--- src/rtl/core/pfp_pkg.sv ---
`default_nettype none

package pfp_pkg;

    // field widths
    localparam int unsigned BYTE_W   = 8;
    localparam int unsigned ID_W     = 16;
    localparam int unsigned VALUE_W  = 32;
    localparam int unsigned STATUS_W = 3;

    // frame delimiters and separators
    localparam logic [BYTE_W-1:0] CH_LT    = 8'h3C;
    localparam logic [BYTE_W-1:0] CH_GT    = 8'h3E;
    localparam logic [BYTE_W-1:0] CH_COMMA = 8'h2C;
    localparam logic [BYTE_W-1:0] CH_CR    = 8'h0D;
    localparam logic [BYTE_W-1:0] CH_LF    = 8'h0A;
    localparam logic [BYTE_W-1:0] CH_NUL   = 8'h00;
    localparam logic [BYTE_W-1:0] CH_ZERO  = 8'h30;
    localparam logic [BYTE_W-1:0] CH_NINE  = 8'h39;

    // frame kind text
    localparam logic [2:0]        KIND_LEN = 3'd4;
    localparam logic [BYTE_W-1:0] KIND_TEXT [4] = '{8'h50, 8'h49, 8'h4E, 8'h47};

    // result status codes
    typedef enum logic [STATUS_W-1:0] {
        ST_PONG      = 3'd0,
        ST_OWN       = 3'd1,
        ST_MALFORMED = 3'd2,
        ST_NOT_PING  = 3'd3,
        ST_OVERFLOW  = 3'd4
    } t_status;

    // one result item
    typedef struct packed {
        t_status              status;
        logic [ID_W-1:0]      peer_id;
        logic [VALUE_W-1:0]   sequence_res;
        logic [ID_W-1:0]      responder_id;
        logic [VALUE_W-1:0]   ping_total;
        logic [VALUE_W-1:0]   invalid_total;
    } t_result;

    // value * 10 + digit, saturating at all ones
    function automatic logic [VALUE_W-1:0] add_digit(input logic [VALUE_W-1:0] value,
                                                     input logic [3:0] digit);
        logic [VALUE_W+3:0] wide;
        wide = ({4'd0, value} << 3) + ({4'd0, value} << 1) + {{VALUE_W{1'b0}}, digit};
        if (wide[VALUE_W+3:VALUE_W] != 4'd0) begin
            return {VALUE_W{1'b1}};
        end
        return wide[VALUE_W-1:0];
    endfunction

endpackage

`default_nettype wire

--- src/rtl/core/pfp_in_reg.sv ---
`default_nettype none

module pfp_in_reg (
    input  wire logic                        i_clk,
    input  wire logic                        i_rst_n,
    input  wire logic                        i_valid,
    output logic                             o_ready,
    input  wire logic [pfp_pkg::BYTE_W-1:0]  i_byte,
    input  wire logic                        i_advance,
    output logic                             o_valid,
    output logic [pfp_pkg::BYTE_W-1:0]       o_byte
);
    import pfp_pkg::*;

    logic              r_valid;
    logic [BYTE_W-1:0] r_byte;

    // stage takes a new byte when empty or when the held byte moves on
    assign o_ready = !r_valid || i_advance;

    // occupancy flag
    always_ff @(posedge i_clk) begin
        if (!i_rst_n) begin
            r_valid <= 1'b0;
        end else if (o_ready) begin
            r_valid <= i_valid;
        end
    end

    // held byte
    always_ff @(posedge i_clk) begin
        if (o_ready && i_valid) begin
            r_byte <= i_byte;
        end
    end

    assign o_valid = r_valid;
    assign o_byte  = r_byte;

endmodule

`default_nettype wire

--- src/rtl/core/pfp_parse.sv ---
`default_nettype none

module pfp_parse #(
    parameter int unsigned FRAME_BYTES = 64
) (
    input  wire logic                        i_clk,
    input  wire logic                        i_rst_n,
    input  wire logic                        i_advance,
    input  wire logic [pfp_pkg::BYTE_W-1:0]  i_byte,
    input  wire logic [pfp_pkg::ID_W-1:0]    i_my_id,
    output logic                             o_emit,
    output pfp_pkg::t_result                 o_res
);
    import pfp_pkg::*;

    localparam int unsigned     LEN_W = $clog2(FRAME_BYTES);
    localparam logic [LEN_W-1:0] LEN_LIMIT = LEN_W'(FRAME_BYTES - 1);

    logic                r_in_frame,       n_in_frame;
    logic [LEN_W-1:0]    r_frame_length,   n_frame_length;
    logic                r_text_ended,     n_text_ended;
    logic [1:0]          r_field_number,   n_field_number;
    logic [2:0]          r_kind_position,  n_kind_position;
    logic                r_kind_mismatch,  n_kind_mismatch;
    logic [2:0]          r_field_nonempty, n_field_nonempty;
    logic [1:0]          r_digits_stopped, n_digits_stopped;
    logic [VALUE_W-1:0]  r_peer_value,     n_peer_value;
    logic [VALUE_W-1:0]  r_sequence_value, n_sequence_value;
    logic [VALUE_W-1:0]  r_ping_counter,   n_ping_counter;
    logic [VALUE_W-1:0]  r_invalid_counter, n_invalid_counter;

    logic                clear_frame;
    logic                is_digit;
    logic                digit_slot;
    t_status             status;
    logic [ID_W-1:0]     peer_out;
    logic [VALUE_W-1:0]  seq_out;

    assign is_digit = (i_byte >= CH_ZERO) && (i_byte <= CH_NINE);
    // second field uses stop bit 0, third field stop bit 1
    assign digit_slot = r_field_number[1];

    // per-byte frame and field parsing
    always_comb begin
        n_in_frame        = r_in_frame;
        n_frame_length    = r_frame_length;
        n_text_ended      = r_text_ended;
        n_field_number    = r_field_number;
        n_kind_position   = r_kind_position;
        n_kind_mismatch   = r_kind_mismatch;
        n_field_nonempty  = r_field_nonempty;
        n_digits_stopped  = r_digits_stopped;
        n_peer_value      = r_peer_value;
        n_sequence_value  = r_sequence_value;
        n_ping_counter    = r_ping_counter;
        n_invalid_counter = r_invalid_counter;
        clear_frame       = 1'b0;
        o_emit            = 1'b0;
        status            = ST_PONG;
        peer_out          = '0;
        seq_out           = '0;

        if (i_advance) begin
            if (i_byte == CH_LT) begin
                n_in_frame  = 1'b1;
                clear_frame = 1'b1;
            end else if (r_in_frame) begin
                if (i_byte == CH_GT) begin
                    // frame end: judge the payload
                    n_in_frame  = 1'b0;
                    clear_frame = 1'b1;
                    o_emit      = 1'b1;
                    if (r_field_number != 2'd2 || r_field_nonempty != 3'b111) begin
                        status            = ST_MALFORMED;
                        n_invalid_counter = r_invalid_counter + 1'b1;
                    end else if (r_kind_mismatch || r_kind_position != KIND_LEN) begin
                        status            = ST_NOT_PING;
                        n_invalid_counter = r_invalid_counter + 1'b1;
                    end else begin
                        peer_out = r_peer_value[ID_W-1:0];
                        seq_out  = r_sequence_value;
                        if (r_peer_value[ID_W-1:0] == i_my_id) begin
                            status = ST_OWN;
                        end else begin
                            status         = ST_PONG;
                            n_ping_counter = r_ping_counter + 1'b1;
                        end
                    end
                end else if (i_byte == CH_CR || i_byte == CH_LF) begin
                    // line endings are skipped
                end else if (r_frame_length < LEN_LIMIT) begin
                    n_frame_length = r_frame_length + 1'b1;
                    if (!r_text_ended) begin
                        if (i_byte == CH_NUL) begin
                            n_text_ended = 1'b1;
                        end else if (i_byte == CH_COMMA && r_field_number != 2'd2) begin
                            n_field_number = r_field_number + 1'b1;
                        end else begin
                            n_field_nonempty = r_field_nonempty | (3'b001 << r_field_number);
                            if (r_field_number == 2'd0) begin
                                // kind field against the expected text
                                if (!r_kind_mismatch && r_kind_position < KIND_LEN &&
                                    i_byte == KIND_TEXT[r_kind_position[1:0]]) begin
                                    n_kind_position = r_kind_position + 1'b1;
                                end else begin
                                    n_kind_mismatch = 1'b1;
                                end
                            end else if (!r_digits_stopped[digit_slot]) begin
                                // leading decimal digits of a number field
                                if (is_digit) begin
                                    if (digit_slot) begin
                                        n_sequence_value = add_digit(r_sequence_value,
                                                                     i_byte[3:0]);
                                    end else begin
                                        n_peer_value = add_digit(r_peer_value, i_byte[3:0]);
                                    end
                                end else begin
                                    n_digits_stopped[digit_slot] = 1'b1;
                                end
                            end
                        end
                    end
                end else begin
                    // payload too long: abort the frame
                    n_in_frame        = 1'b0;
                    clear_frame       = 1'b1;
                    o_emit            = 1'b1;
                    status            = ST_OVERFLOW;
                    n_invalid_counter = r_invalid_counter + 1'b1;
                end
            end
        end

        if (clear_frame) begin
            n_frame_length   = '0;
            n_text_ended     = 1'b0;
            n_field_number   = '0;
            n_kind_position  = '0;
            n_kind_mismatch  = 1'b0;
            n_field_nonempty = '0;
            n_digits_stopped = '0;
            n_peer_value     = '0;
            n_sequence_value = '0;
        end
    end

    // result fields carry the counters after this byte
    always_comb begin
        o_res.status        = status;
        o_res.peer_id       = peer_out;
        o_res.sequence_res  = seq_out;
        o_res.responder_id  = i_my_id;
        o_res.ping_total    = n_ping_counter;
        o_res.invalid_total = n_invalid_counter;
    end

    // parser state
    always_ff @(posedge i_clk) begin
        if (!i_rst_n) begin
            r_in_frame        <= 1'b0;
            r_frame_length    <= '0;
            r_text_ended      <= 1'b0;
            r_field_number    <= '0;
            r_kind_position   <= '0;
            r_kind_mismatch   <= 1'b0;
            r_field_nonempty  <= '0;
            r_digits_stopped  <= '0;
            r_peer_value      <= '0;
            r_sequence_value  <= '0;
            r_ping_counter    <= '0;
            r_invalid_counter <= '0;
        end else begin
            r_in_frame        <= n_in_frame;
            r_frame_length    <= n_frame_length;
            r_text_ended      <= n_text_ended;
            r_field_number    <= n_field_number;
            r_kind_position   <= n_kind_position;
            r_kind_mismatch   <= n_kind_mismatch;
            r_field_nonempty  <= n_field_nonempty;
            r_digits_stopped  <= n_digits_stopped;
            r_peer_value      <= n_peer_value;
            r_sequence_value  <= n_sequence_value;
            r_ping_counter    <= n_ping_counter;
            r_invalid_counter <= n_invalid_counter;
        end
    end

endmodule

`default_nettype wire

--- src/rtl/core/pfp_out_reg.sv ---
`default_nettype none

module pfp_out_reg (
    input  wire logic              i_clk,
    input  wire logic              i_rst_n,
    input  wire logic              i_load,
    input  wire pfp_pkg::t_result  i_res,
    output logic                   o_free,
    input  wire logic              i_ready,
    output logic                   o_valid,
    output pfp_pkg::t_result       o_res
);
    import pfp_pkg::*;

    logic    r_valid;
    t_result r_res;

    // free when empty or when the held result is taken this cycle
    assign o_free = !r_valid || i_ready;

    // result valid flag
    always_ff @(posedge i_clk) begin
        if (!i_rst_n) begin
            r_valid <= 1'b0;
        end else if (i_load) begin
            r_valid <= 1'b1;
        end else if (i_ready) begin
            r_valid <= 1'b0;
        end
    end

    // result payload
    always_ff @(posedge i_clk) begin
        if (i_load) begin
            r_res <= i_res;
        end
    end

    assign o_valid = r_valid;
    assign o_res   = r_res;

endmodule

`default_nettype wire

--- src/rtl/core/ping_frame_parser_top.sv ---
// channel   direction  handshake                    payload
// rx        in         i_rx_valid / o_rx_ready      i_rx_byte
// result    out        o_res_valid / i_res_ready    o_status .. o_invalid_total
// config    in         i_cfg_we (no wait)           i_cfg_data (my_id)
//
// one byte per cycle unless a result stalls; each result is registered
// path: input register, parser logic and state, result register
// the parser moves a byte only when the result register is free, so a stalled
// result holds the input stage and o_rx_ready drops once that stage is full
// synchronous active-low reset clears state, counters and my_id

`default_nettype none

module ping_frame_parser_top #(
    parameter int unsigned FRAME_BYTES = 64
) (
    input  wire logic                         i_clk,
    input  wire logic                         i_rst_n,
    input  wire logic                         i_rx_valid,
    output logic                              o_rx_ready,
    input  wire logic [pfp_pkg::BYTE_W-1:0]   i_rx_byte,
    input  wire logic                         i_cfg_we,
    input  wire logic [pfp_pkg::ID_W-1:0]     i_cfg_data,
    output logic                              o_res_valid,
    input  wire logic                         i_res_ready,
    output logic [pfp_pkg::STATUS_W-1:0]      o_status,
    output logic [pfp_pkg::ID_W-1:0]          o_peer_id,
    output logic [pfp_pkg::VALUE_W-1:0]       o_sequence_res,
    output logic [pfp_pkg::ID_W-1:0]          o_responder_id,
    output logic [pfp_pkg::VALUE_W-1:0]       o_ping_total,
    output logic [pfp_pkg::VALUE_W-1:0]       o_invalid_total
);
    import pfp_pkg::*;

    logic [ID_W-1:0]   r_my_id;
    logic              byte_valid;
    logic [BYTE_W-1:0] byte_q;
    logic              advance;
    logic              out_free;
    logic              emit;
    t_result           parse_res;
    t_result           out_res;

    // own id register
    always_ff @(posedge i_clk) begin
        if (!i_rst_n) begin
            r_my_id <= '0;
        end else if (i_cfg_we) begin
            r_my_id <= i_cfg_data;
        end
    end

    // byte moves through the parser when the result side can take it
    assign advance = byte_valid && out_free;

    pfp_in_reg u_in_reg (
        .i_clk     (i_clk),
        .i_rst_n   (i_rst_n),
        .i_valid   (i_rx_valid),
        .o_ready   (o_rx_ready),
        .i_byte    (i_rx_byte),
        .i_advance (advance),
        .o_valid   (byte_valid),
        .o_byte    (byte_q)
    );

    pfp_parse #(
        .FRAME_BYTES (FRAME_BYTES)
    ) u_parse (
        .i_clk     (i_clk),
        .i_rst_n   (i_rst_n),
        .i_advance (advance),
        .i_byte    (byte_q),
        .i_my_id   (r_my_id),
        .o_emit    (emit),
        .o_res     (parse_res)
    );

    pfp_out_reg u_out_reg (
        .i_clk   (i_clk),
        .i_rst_n (i_rst_n),
        .i_load  (emit),
        .i_res   (parse_res),
        .o_free  (out_free),
        .i_ready (i_res_ready),
        .o_valid (o_res_valid),
        .o_res   (out_res)
    );

    // result fields to ports
    assign o_status        = out_res.status;
    assign o_peer_id       = out_res.peer_id;
    assign o_sequence_res  = out_res.sequence_res;
    assign o_responder_id  = out_res.responder_id;
    assign o_ping_total    = out_res.ping_total;
    assign o_invalid_total = out_res.invalid_total;

endmodule

`default_nettype wire

--- config.mk ---
export PLATFORM = sky130hd
export DESIGN_NAME = ping_frame_parser_top
export DESIGN_NICKNAME = d
export VERILOG_FILES = /design/src/rtl/core/pfp_pkg.sv /design/src/rtl/core/pfp_in_reg.sv /design/src/rtl/core/pfp_parse.sv /design/src/rtl/core/pfp_out_reg.sv /design/src/rtl/core/ping_frame_parser_top.sv
export SDC_FILE = /design/constraint.sdc
export NUM_CORES = 1
export LEC_CHECK = 0
export BUFFER_PORTS_ARGS = -buffer_cell sky130_fd_sc_hd__buf_2
export CORE_MARGIN = 3
export CORE_UTILIZATION = 60
export DETAILED_ROUTE_END_ITERATION = 8
export PLACE_DENSITY = 0.93
export SLEW_MARGIN = 25
export SYNTH_ARGS = -nofsm -noshare
export SYNTH_HDL_FRONTEND = slang
export SYNTH_SLANG_ARGS = --single-unit
--- constraint.sdc ---
create_clock -name i_clk -period 9.6 [get_ports i_clk]
set_input_delay 1.92 -clock i_clk [delete_from_list [all_inputs] [get_ports i_clk]]
set_output_delay 1.92 -clock i_clk [all_outputs]
set_load 0.05 [all_outputs]
==> impl_summary.log <==
INFO  metric drc = 0
INFO  metric syn_area = between 15000 and 20000 µm²
INFO  metric fin_skew = ~11 ps
INFO  metric setup_viol = 0
INFO  metric numClockSinks = slightly above 300
INFO  metric power.switching = 527 µW
INFO  metric timing.max_cap.violations = 0
INFO  metric p_per_area = 141 nW/µm²
INFO  metric synth_edf_count = roughly 140
INFO  metric met1_global_route_usage = 32.6%
INFO  metric fillerInstances = around 1800
INFO  metric ys_seq_elements = 304
INFO  metric switching_share = between 20 and 25%
INFO  metric synthFlopType = sky130_fd_sc_hd__dfxtp_1
INFO  metric clk_pin_slew_worst_paths = ~70 ps
INFO  metric groute.layer.met3.usage = 4.00%
INFO  metric floorplan.initialDensity = roughly three fifths
INFO  metric cts_resized = 0
INFO  metric worst_setup_slack_after_placement = about 4300 ps
INFO  metric synth.yosys.seq_area_share = between 40% and 50%
INFO  metric power_frac_comb = around 1.8%
INFO  metric clock_latency = between 500 and 600 ps
INFO  metric synthesis.instances = 1563
INFO  metric core-area = 26400 µm²
INFO  metric synth_fp_nets = about 1700
INFO  metric number_of_distinct_library_cells_after_synthesis = between 70 and 80
INFO  metric first_pass_grt_wire_length = just over 60000 µm
INFO  metric critical_path_required = between 9000 and 10000 ps
INFO  metric finalCriticalPeriod = ~4700 ps
INFO  metric most_crowded_layer_after_global_routing = met2
INFO  metric dr_total_vias = approximately 13000
INFO  metric io_pins = 162
INFO  metric detailedRoute.firstPassIterationCount = 6
INFO  metric grt_antenna_before_repair = 1
INFO  metric final_layout_size_suffix_gt1_share = between 10% and 20%
INFO  metric timing_hold_violations_final = 0
INFO  metric ctsHoldBuffers = 0
INFO  metric finalWirelength = roughly 38000 µm
INFO  metric setup-tns-final = 0 ps
INFO  metric numPortBuffers = 161
INFO  metric gr-usage-all-layers = approximately 25%
INFO  metric layout_worst_path_cycle_share = 48.8%
INFO  metric grt_util_met2 = between 40% and 50%
INFO  metric pin_count_of_the_biggest_net_entering_global_routing = 87
INFO  metric wl_per_cell = 18.6 µm
INFO  metric slew_headroom = between 30% and 40%
INFO  metric run_status = completed
INFO  metric dr.first_iter.drc_count = around 1200
INFO  metric clock.fmax = 213 MHz
INFO  metric design.die.area = approximately 29000 µm²
INFO  metric synth_warnings = 0
INFO  metric p_int = 2040 µW
INFO  metric place.detailed.hpwl = 26500 µm
INFO  metric sort_of_element_at_the_start_of_the_critical_path = input pin
INFO  metric final_nets = between 1500 and 2000
INFO  metric final_util = around 69%
INFO  metric async_flop_share = 0%
INFO  metric overflow = 0
INFO  metric numPlacedInstances = 1995
INFO  metric drtAntennaViolNets = 0
INFO  metric hold_ws = between 400 and 500 ps
INFO  metric area_growth = 11.9%
INFO  metric setup_repair_after_global_routing_missed_its_margin = false
INFO  metric syn_avg_cell_area = 10.5 µm²
INFO  metric synth_top_area_share = between 20% and 30%
INFO  metric ir_drop = around 0.12 mV
INFO  metric synth_most_common_cell = sky130_fd_sc_hd__dfxtp_1
INFO  metric hold_path.class = reg2reg
INFO  metric power_frac_seq = 53.1%
INFO  metric final-max-slew-violation-count = 0
INFO  metric timing_worst_setup_path_type = in2reg
INFO  metric transition_time_at_the_pin_with_the_least_slew_margin = roughly 950 ps
INFO  metric worst_setup_path_end_kind = register
INFO  metric cts_tree = done
INFO  metric post_synth_most_frequent_cells = 165 x sky130_fd_sc_hd__dfxtp_1, 139 x sky130_fd_sc_hd__edfxtp_1, 134 x sky130_fd_sc_hd__ha_1
INFO  metric die_h = between 150 and 200 µm
INFO  metric clockBufferDepth = 3
INFO  metric gpl.final_weighted_congestion = roughly 0.94
INFO  metric yosys.area.top_type = sky130_fd_sc_hd__edfxtp_1
INFO  metric vias_in_the_first_global_route = around 12000
INFO  metric die_width = approximately 170 µm
INFO  metric leakage = about 0.0074 µW
INFO  metric critPathMaxFanout = 67
INFO  metric power.clock.fraction = a little under half
INFO  metric worst_ep_arrival_time = between 4000 and 5000 ps
INFO  metric drt-vias-per-instance = approximately 6.2
INFO  metric clockRootBuffer = sky130_fd_sc_hd__clkbuf_16
INFO  metric stdcell_count = around 2100
INFO  metric cts-htree-levels = 1
INFO  metric synthTopCellsByArea = sky130_fd_sc_hd__edfxtp_1 26%, sky130_fd_sc_hd__dfxtp_1 20%, sky130_fd_sc_hd__ha_1 10%
INFO  metric rows = 59
INFO  metric worst_slack = slightly below 5000 ps
INFO  metric post-cts-setup-buffer-count = 0
INFO  metric cts_inserted_buffers = 31
[cells in the final DEF (no fill, tap or decap), drive strengths merged, types with 5 or more instances in the layout]
cell | netlist | final
a211oi | 10 | 10
a21o | 27 | 27
a21oi | 107 | 107
a31oi | 11 | 11
and2 | 123 | 123
and3 | 23 | 23
buf | 20 | 167
clkbuf | 50 | 45
clkinv | 0 | 7
dfxtp | 165 | 165
edfxtp | 139 | 139
ha | 134 | 134
inv | 36 | 36
mux2i | 24 | 24
nand2 | 104 | 104
nand2b | 16 | 16
nand3 | 40 | 40
nand4 | 35 | 35
nor2 | 75 | 75
nor2b | 23 | 23
nor3 | 34 | 34
nor3b | 5 | 5
nor4 | 17 | 17
o211ai | 11 | 11
o21a | 6 | 6
o21ai | 64 | 64
o21bai | 7 | 7
o221a | 40 | 40
o31ai | 5 | 5
or2 | 6 | 6
or3 | 7 | 7
xnor2 | 74 | 74
xor2 | 67 | 67
[state kept, by name (all words and copies together), names as in the netlist]
register                   cells
r_my_id                       16
u_in_reg.o_byte                8
u_in_reg.o_valid               1
u_out_reg.o_res              131
u_out_reg.o_valid              1
u_parse.r_digits_stopped       2
u_parse.r_field_nonempty       3
u_parse.r_field_number         2
u_parse.r_frame_length         6
u_parse.r_in_frame             1
u_parse.r_invalid_counter     32
u_parse.r_kind_mismatch        1
u_parse.r_kind_position        3
u_parse.r_peer_value          32
u_parse.r_ping_counter        32
u_parse.r_sequence_value      32
u_parse.r_text_ended           1
[power groups by stage]
stage | Sequential, µW | Clock [µW] | Combinational, µW
after floorplan | 1380 | 0 | 33.9
final | 1360 | 1160 | 46.6
after global placement | 1390 | 0 | 43.0
after detailed placement | 1390 | 0 | 45.5
after CTS | 1360 | 1170 | 46.2
after global routing | 1360 | 1230 | 50.9
[logic make-up after synthesis]
family | share of synthesized area (%)
compound gates | 14.4
xor+xnor | 7.56
fa+ha+maj | 10.8
simple gates | 17.0
mux | 1.61
flops | 45.8
buf+inv | 2.87
[critical path: stages]
cell and delay [ps]:
sky130_fd_sc_hd__buf_2 80, sky130_fd_sc_hd__nand2b_1 170, sky130_fd_sc_hd__nand3_1 320, sky130_fd_sc_hd__a2111oi_4 690, sky130_fd_sc_hd__o21a_4 820, sky130_fd_sc_hd__buf_4 800
[final cells by class]
type	instances	area [µm²]	area share (%)
clock inverters	12	118	0.644
multi-input cells	1153	8420	46.0
well taps	335	419	2.29
inverters	36	135	0.739
flip-flops and latches	304	7480	40.9
repair buffers	167	851	4.66
clock buffers	45	858	4.70
diodes	1	2.50	0.0137
[metrics by stage]
step / power [µW] / area, µm²
floorplan: 1420 / 16300
global placement: 1430 / 17300
detailed placement: 1440 / 17300
CTS: 2580 / 18300
global route: 2640 / 18300
finish: 2570 / 18300
[per-layer routing]
| metal | share of wire [%] | wire [µm] |
|---|---|---|
| met5 | 0 | 0 |
| met1 | 41 | 15700 |
| met3 | 7.2 | 2750 |
| met4 | 3.2 | 1220 |
| met2 | 49 | 18600 |
[final timing paths]
| kind | start | to | slack, ps | cells after the start |
|---|---|---|---|---|
| setup / recovery | i_res_ready | u_out_reg.o_res[123]$_SDFFCE_PP0P_ | 4910 | 6 |
| hold / removal | u_parse.r_digits_stopped[1]$_SDFFE_PP0P_ | u_parse.r_digits_stopped[1]$_SDFFE_PP0P_ | 470 | 2 |
| setup reg to reg | u_in_reg.o_byte[3]$_DFFE_PP_ | u_parse.r_peer_value[3]$_SDFFE_PP0P_ | 4990 | 11 |
| hold reg to reg | u_parse.r_digits_stopped[1]$_SDFFE_PP0P_ | u_parse.r_digits_stopped[1]$_SDFFE_PP0P_ | 470 | 2 |
Power figures use the tool's default switching activity.
